<file path="config.mk">
export PLATFORM = sky130hd
export DESIGN_NAME = aat_ctrl
export DESIGN_NICKNAME = d
export VERILOG_FILES = /design/src/rtl/core/assert_macros.svh /design/src/rtl/core/aat_pkg.sv /design/src/rtl/core/aat_ctrl.sv
export SDC_FILE = /design/constraint.sdc
export NUM_CORES = 1
export LEC_CHECK = 0
export BUFFER_PORTS_ARGS = -buffer_cell sky130_fd_sc_hd__buf_2
export CAP_MARGIN = 15
export CORE_AREA = 2 2 39 41
export DETAILED_ROUTE_END_ITERATION = 10
export DIE_AREA = 0 0 41 43
export GPL_TIMING_DRIVEN = 0
export SYNTH_ARGS = -nofsm -noshare
export SYNTH_HDL_FRONTEND = slang
export SYNTH_SLANG_ARGS = --single-unit
</file>
<file path="constraint.sdc">
create_clock -name clk_i -period 1.4 [get_ports clk_i]
set_input_delay 0.14 -clock clk_i [delete_from_list [all_inputs] [get_ports clk_i]]
set_output_delay 0.14 -clock clk_i [all_outputs]
set_load 0.01 [all_outputs]
</file>
<file path="src/rtl/core/assert_macros.svh">
// Assertion macros shared by the RTL that checks its own behavior.
`ifndef ASSERT_MACROS_SVH
`define ASSERT_MACROS_SVH

// Check a property on every rising clock edge outside of reset.
`define ASSERT_CLK(name, prop, msg) \
  name: assert property (@(posedge clk_i) disable iff (!rst_ni) (prop)) else $error(msg);

// Check that a condition never holds outside of reset.
`define ASSERT_NEVER(name, cond, msg) \
  name: assert property (@(posedge clk_i) disable iff (!rst_ni) !(cond)) else $error(msg);

`endif

</file>
<file path="src/rtl/core/aat_pkg.sv">
// Shared types, constants and helper functions of the box transform block.
package aat_pkg;

  localparam int unsigned CoordW     = 32;
  localparam int unsigned FracW      = 16;
  localparam int unsigned ProdW      = 2 * CoordW;
  localparam int unsigned AccW       = ProdW + 2;
  localparam int unsigned NumAxes    = 3;
  localparam int unsigned NumRows    = 3;
  localparam int unsigned NumCols    = 4;
  localparam int unsigned NumCorners = 8;
  localparam int unsigned CornerW    = $clog2(NumCorners);
  localparam int unsigned RowW       = $clog2(NumRows);
  localparam int unsigned CmdW       = 3;

  typedef logic signed [CoordW-1:0] coord_t;
  typedef logic signed [ProdW-1:0]  prod_t;
  typedef logic signed [AccW-1:0]   acc_t;

  localparam coord_t CoordMax = {1'b0, {(CoordW-1){1'b1}}};
  localparam coord_t CoordMin = {1'b1, {(CoordW-1){1'b0}}};

  typedef enum logic [CmdW-1:0] {
    CMD_RESET     = 3'd0,
    CMD_GROW_MIN  = 3'd1,
    CMD_GROW_MAX  = 3'd2,
    CMD_LOAD_ROW  = 3'd3,
    CMD_TRANSFORM = 3'd4,
    CMD_REPORT    = 3'd5
  } cmd_e;

  typedef enum logic [1:0] {
    ST_IDLE,
    ST_CORNER,
    ST_DRAIN,
    ST_EMIT
  } ctrl_state_e;

  typedef struct packed {
    logic [CmdW-1:0] cmd;
    coord_t          point_x;
    coord_t          point_y;
    coord_t          point_z;
    logic [1:0]      row_index;
    coord_t          coef_0;
    coord_t          coef_1;
    coord_t          coef_2;
    coord_t          coef_3;
  } in_t;

  typedef struct packed {
    coord_t min_x;
    coord_t min_y;
    coord_t min_z;
    coord_t max_x;
    coord_t max_y;
    coord_t max_z;
    coord_t center_x;
    coord_t center_y;
    coord_t center_z;
    coord_t half_x;
    coord_t half_y;
    coord_t half_z;
  } out_t;

  // Controller to datapath commands.
  typedef struct packed {
    logic               accept;
    logic               corner_en;
    logic [CornerW-1:0] corner_idx;
    logic               emit;
  } ctrl_cmd_t;

  // Datapath to controller status.
  typedef struct packed {
    logic pipe_busy;
  } dp_stat_t;

  // floor((a + b) / 2) from the exact sum.
  function automatic coord_t half_sum(coord_t a, coord_t b);
    logic signed [CoordW:0] s;
    s = {a[CoordW-1], a} + {b[CoordW-1], b};
    return s[CoordW:1];
  endfunction

  // floor((a - b) / 2) from the exact difference.
  function automatic coord_t half_diff(coord_t a, coord_t b);
    logic signed [CoordW:0] s;
    s = {a[CoordW-1], a} - {b[CoordW-1], b};
    return s[CoordW:1];
  endfunction

endpackage

</file>
<file path="src/rtl/core/aat_ctrl.sv">
// Sequencer: input and output handshake, corner issue and pipeline drain.
module aat_ctrl (
  input  logic                  clk_i,
  input  logic                  rst_ni,
  input  logic                  in_valid_i,
  input  logic [aat_pkg::CmdW-1:0] in_cmd_i,
  output logic                  in_stall_o,
  output logic                  out_valid_o,
  input  logic                  out_stall_i,
  input  aat_pkg::dp_stat_t     stat_i,
  output aat_pkg::ctrl_cmd_t    cmd_o
);

  aat_pkg::ctrl_state_e state_q, state_d;
  logic [aat_pkg::CornerW-1:0] cnt_q, cnt_d;
  logic out_vld_q, out_vld_d;

  always_ff @(posedge clk_i or negedge rst_ni) begin
    if (!rst_ni) begin
      state_q   <= aat_pkg::ST_IDLE;
      cnt_q     <= '0;
      out_vld_q <= 1'b0;
    end else begin
      state_q   <= state_d;
      cnt_q     <= cnt_d;
      out_vld_q <= out_vld_d;
    end
  end

  always_comb begin
    state_d          = state_q;
    cnt_d            = cnt_q;
    out_vld_d        = out_vld_q && out_stall_i;
    cmd_o            = '0;
    cmd_o.corner_idx = cnt_q;
    in_stall_o       = 1'b1;
    case (state_q)
      aat_pkg::ST_IDLE: begin
        in_stall_o = 1'b0;
        if (in_valid_i) begin
          cmd_o.accept = 1'b1;
          cnt_d        = '0;
          if (in_cmd_i == aat_pkg::CMD_TRANSFORM) begin
            state_d = aat_pkg::ST_CORNER;
          end else begin
            state_d = aat_pkg::ST_EMIT;
          end
        end
      end
      aat_pkg::ST_CORNER: begin
        cmd_o.corner_en = 1'b1;
        cnt_d           = cnt_q + 1'b1;
        if (cnt_q == aat_pkg::CornerW'(aat_pkg::NumCorners - 1)) begin
          state_d = aat_pkg::ST_DRAIN;
        end
      end
      aat_pkg::ST_DRAIN: begin
        if (!stat_i.pipe_busy) begin
          state_d = aat_pkg::ST_EMIT;
        end
      end
      aat_pkg::ST_EMIT: begin
        // hold until the output register is free or drains this cycle
        if (!out_vld_q || !out_stall_i) begin
          cmd_o.emit = 1'b1;
          out_vld_d  = 1'b1;
          state_d    = aat_pkg::ST_IDLE;
        end
      end
      default: begin
        state_d = aat_pkg::ST_IDLE;
      end
    endcase
  end

  assign out_valid_o = out_vld_q;

endmodule

</file>
# Word-level counts from Yosys, hierarchy flattened
# Index checks and enable logic that the tools add are counted.
# classes
eq_ne,9
reduce_logical,8
add_sub_neg,1
n_mux,16
# ops
op,n
$mux W2,5
$mux W1,8
$ne A2 B2 Y1 const B,4
$pmux W2 S4,1
$eq A3 B3 Y1 const B,2
$pmux W3 S2,1
$eq A2 B2 Y1 const B,2
$reduce_and A4 Y1,1
$add A3 B1 Y3 const B,1
$mux W3,1
$eq A2 B1 Y1 const B,1
$logic_not A1 Y1,2
$logic_not A2 Y1,1
$reduce_and A2 Y1,1
$reduce_bool A2 Y1,1
$logic_and A1 B1 Y1,1
$logic_or A1 B1 Y1,1
# word_totals
ff_bits,6
elab_cells,37
output_inout_bits,8

# Depth between registers and ports, before layout
# logic_depth
depth_word,4
ltp_mapped,6

# Worst setup path before layout
# No wires, ideal clock.
# synth_path
path_kind,reg2reg
startpoint,reg state_q[1]
endpoint,reg state_q[1]
n_path_buf,1
synth_period_minus_slack_ns,1.454
path_stages_with_launch,7
path_slack_ns,-0.054
t_arrival_ns,1.332
path_cell_list,dfrtp_1 inv_1 ha_1 buf_2 nor2b_1 nand4bb_1 a32o_1
# synth_via
elab_chain_len,3
word_cells_on_any_way,10
# synth_rtl
element,line,rtl
start: declaration,aat_ctrl.sv:14,"aat_pkg::ctrl_state_e state_q, state_d;"
start signal: assignment,aat_ctrl.sv:20,state_q <= aat_pkg::ST_IDLE;
start signal: assignment,aat_ctrl.sv:24,state_q <= state_d;
"$eq A2 B2 Y1, or another cell as far along",aat_ctrl.sv:37,case (state_q)
$ne A2 B2 Y1 (no source line),-,
$reduce_and A4 Y1 (no source line),-,
# Parallel ways exist; a longest one is shown, timed or not.
# A chain may end at the register's enable or synchronous reset.

# Worst setup path in the final report
# Same ends and word-level chain as after synthesis.

==> impl_metrics.tcl <==
set metrics [dict create \
    dieArea_mm2 0.00176 \
    cp-end-kind "flip-flop" \
    ys_types 21 \
    synth_edf_count 0 \
    status "finished, final reports clean" \
    path_clk_slew_ps 50 \
    clkLatencyLatePin_ps 240 \
    grt_pass1_vias 300 \
    yosysSeqAreaShare 0.363 \
    tightestPinTransition_ps 185 \
    initial_core_util 0.299 \
    maxCapViolations 0 \
    core_mm2 0.00138 \
    syn_nets 54 \
    cts_root_buffer "clkbuf_4" \
    grt_pass1_wl_um 1290 \
    viasPerCell 5.13 \
    gr-total-overflow 0 \
    first_pass_iters 4 \
    syn_avg_cell_area_um2 10.4 \
    placed_cell_area_um2 529 \
    antenna_found_initial 0 \
    synth-main-ff-cell "dfrtp_1" \
    relSlewSlack 0.876 \
    swShare 0.408 \
    track_usage 0.117 \
    post-route-util 0.445 \
    grt_max_degree 9 \
    synth_area_um2 414 \
    power_switching_uw 608 \
    routedWlPerCell_um 11.9 \
    boundaryPins 16 \
    critPathLaunchType "flip-flop" \
    fin_crit_sh 0.981 \
    antenna_left 0 \
    nets 78 \
    h-tree-depth 1 \
    synth_cells 40 \
    power_mw 1.49 \
    synthArstFlopShare 1.00 \
    drt_first_iter_violations 5 \
    io_buffers 15 \
    critPathMaxFanout 8 \
    power.leakage_nw 0.286 \
    cp.arrival_ps 1510 \
    cp.required_ps 1530 \
    yosysWarnings 0 \
    drive_gt1_frac 0.516 \
    cts.sinks 6 \
    hold_class "primary input to flip-flop" \
    ir_drop_uv 676 \
    combPwrFrac 0.637 \
    wl_um 931 \
    dieWidth_um 41 \
    crit_type "flip-flop to flip-flop" \
    fin_crit_ps 1370 \
    whs_ps 132 \
    fp.dieH_um 43 \
    intPower_uw 882 \
    hold_violations 0 \
    fin_cells 78 \
    hpwl_um 646 \
    dp_worst_setup_slack_ps -90.2 \
    seq_power_share 0.256 \
    finalWorstSetupSlack_ps 26.0 \
    area.growth.synth_to_final_pct 48.6 \
    slew_viol_final 0 \
    diodes 0 \
    grt_setup_unrepaired "yes" \
    power_density_mw_per_mm2 2420 \
    cp_top_family "flip-flops" \
    cp_slowest_stage_delay_ps 390 \
    pwr-share-clk 0.108 \
    crit_buf_inv 1 \
    critPathSlowestCell "dfrtp_1" \
    crit_path_cell_trace "inv_2 -> ha_4 -> nor2b_2 -> nand4bb_1 -> a32o_1" \
    dp.cells 71 \
    setup_viol 0 \
    fill_cells 126 \
    gp_congestion 0.733 \
    ys_ff_latch 6 \
    cts_buffers 3 \
    fin_tns_setup_ps 0 \
    clock_skew_ps 2.91 \
    core.rowCount 14 \
    tritoncts "built" \
    dr_total_vias 400 \
    final_cell_area_um2 616 \
    post-route-drc-count 0 \
    fmax_ghz 0.728 \
    cts_max_path_buffers 2 \
]
[cell families after synthesis]
group	share of synthesized area
adders and majority gates	0.181
buffers and inverters	0.0393
AOI/OAI and AO/OA	0.205
muxes	0.0483
xor gates and xnor gates	0.0212
and+or+nand+nor	0.142
DFF	0.363
[power groups by stage]
stage	Sequential (mW)	Clock, mW	Combinational (mW)
after floorplan	0.381	0	0.561
after global placement	0.363	0	0.778
after detailed placement	0.368	0	0.787
after CTS	0.366	0.165	0.865
after global routing	0.388	0.174	1.07
final	0.381	0.160	0.948
[timing repair]
action | CTS | global route
hold buffers | 1 | 0
resized for setup | 3 | 6
pin swaps | 2 | 5
hold endpoints to repair | 6 | 0
setup buffers | 2 | 2
endpoints found under the setup margin | 4 | 5
[path summary, 6_finish.rpt]
check | slack, ps | to | start | cells after the start
hold reg to reg | 520 | out_valid_o | out_valid_o | 1
min in group asynchronous | 250 | cnt_q[2] | rst_ni | 2
setup reg to reg | 30 | state_q[1] | state_q[1] | 5
setup / recovery | 30 | state_q[1] | state_q[1] | 5
hold / removal | 130 | out_valid_o | out_stall_i | 2
max in group asynchronous | 990 | state_q[0] | rst_ni | 2
[sequential cells by signal, summed over array words and instances (netlist names)]
register	count
cnt_q	3
state_q	2
out_valid_o	1
[routing by layer]
layer	up-vias	wire, µm	GRT usage
met4	0	17	0.100
met2	10	473	0.153
met5	-	0	0
li1	194	-	-
met3	4	52	0.0471
met1	192	388	0.141
[final cells by class]
cell class,instances,area (µm²),share of cell area
multi-input cells,30,295,0.480
flip-flops and latches,6,151,0.246
repair buffers,20,115,0.187
clock buffers,3,22.5,0.0366
well taps,16,20.0,0.0325
inverters,3,11.3,0.0183
[placed cells by master, fill, tap and decap left out, drive strengths merged, types with 2 or more instances in the layout]
| cell | n |
|---|---|
| clkbuf | 3 |
| a32oi | 3 |
| ha | 6 |
| mux2i | 2 |
| nor2b | 2 |
| dfrtp | 6 |
| o21ai | 3 |
| inv | 3 |
| buf | 19 |
| a21oi | 2 |
[synth_stat cells (2+ instances only)]
| master | instances | area [µm²] |
|---|---|---|
| dfrtp_1 | 6 | 150 |
| ha_1 | 6 | 75.1 |
| a32oi_1 | 3 | 26.3 |
| inv_1 | 3 | 11.3 |
| o21ai_0 | 3 | 15.0 |
| a21oi_1 | 2 | 10.0 |
| mux2i_1 | 2 | 20.0 |
| nor2b_1 | 2 | 12.5 |
(Power assumes the default switching activity.)
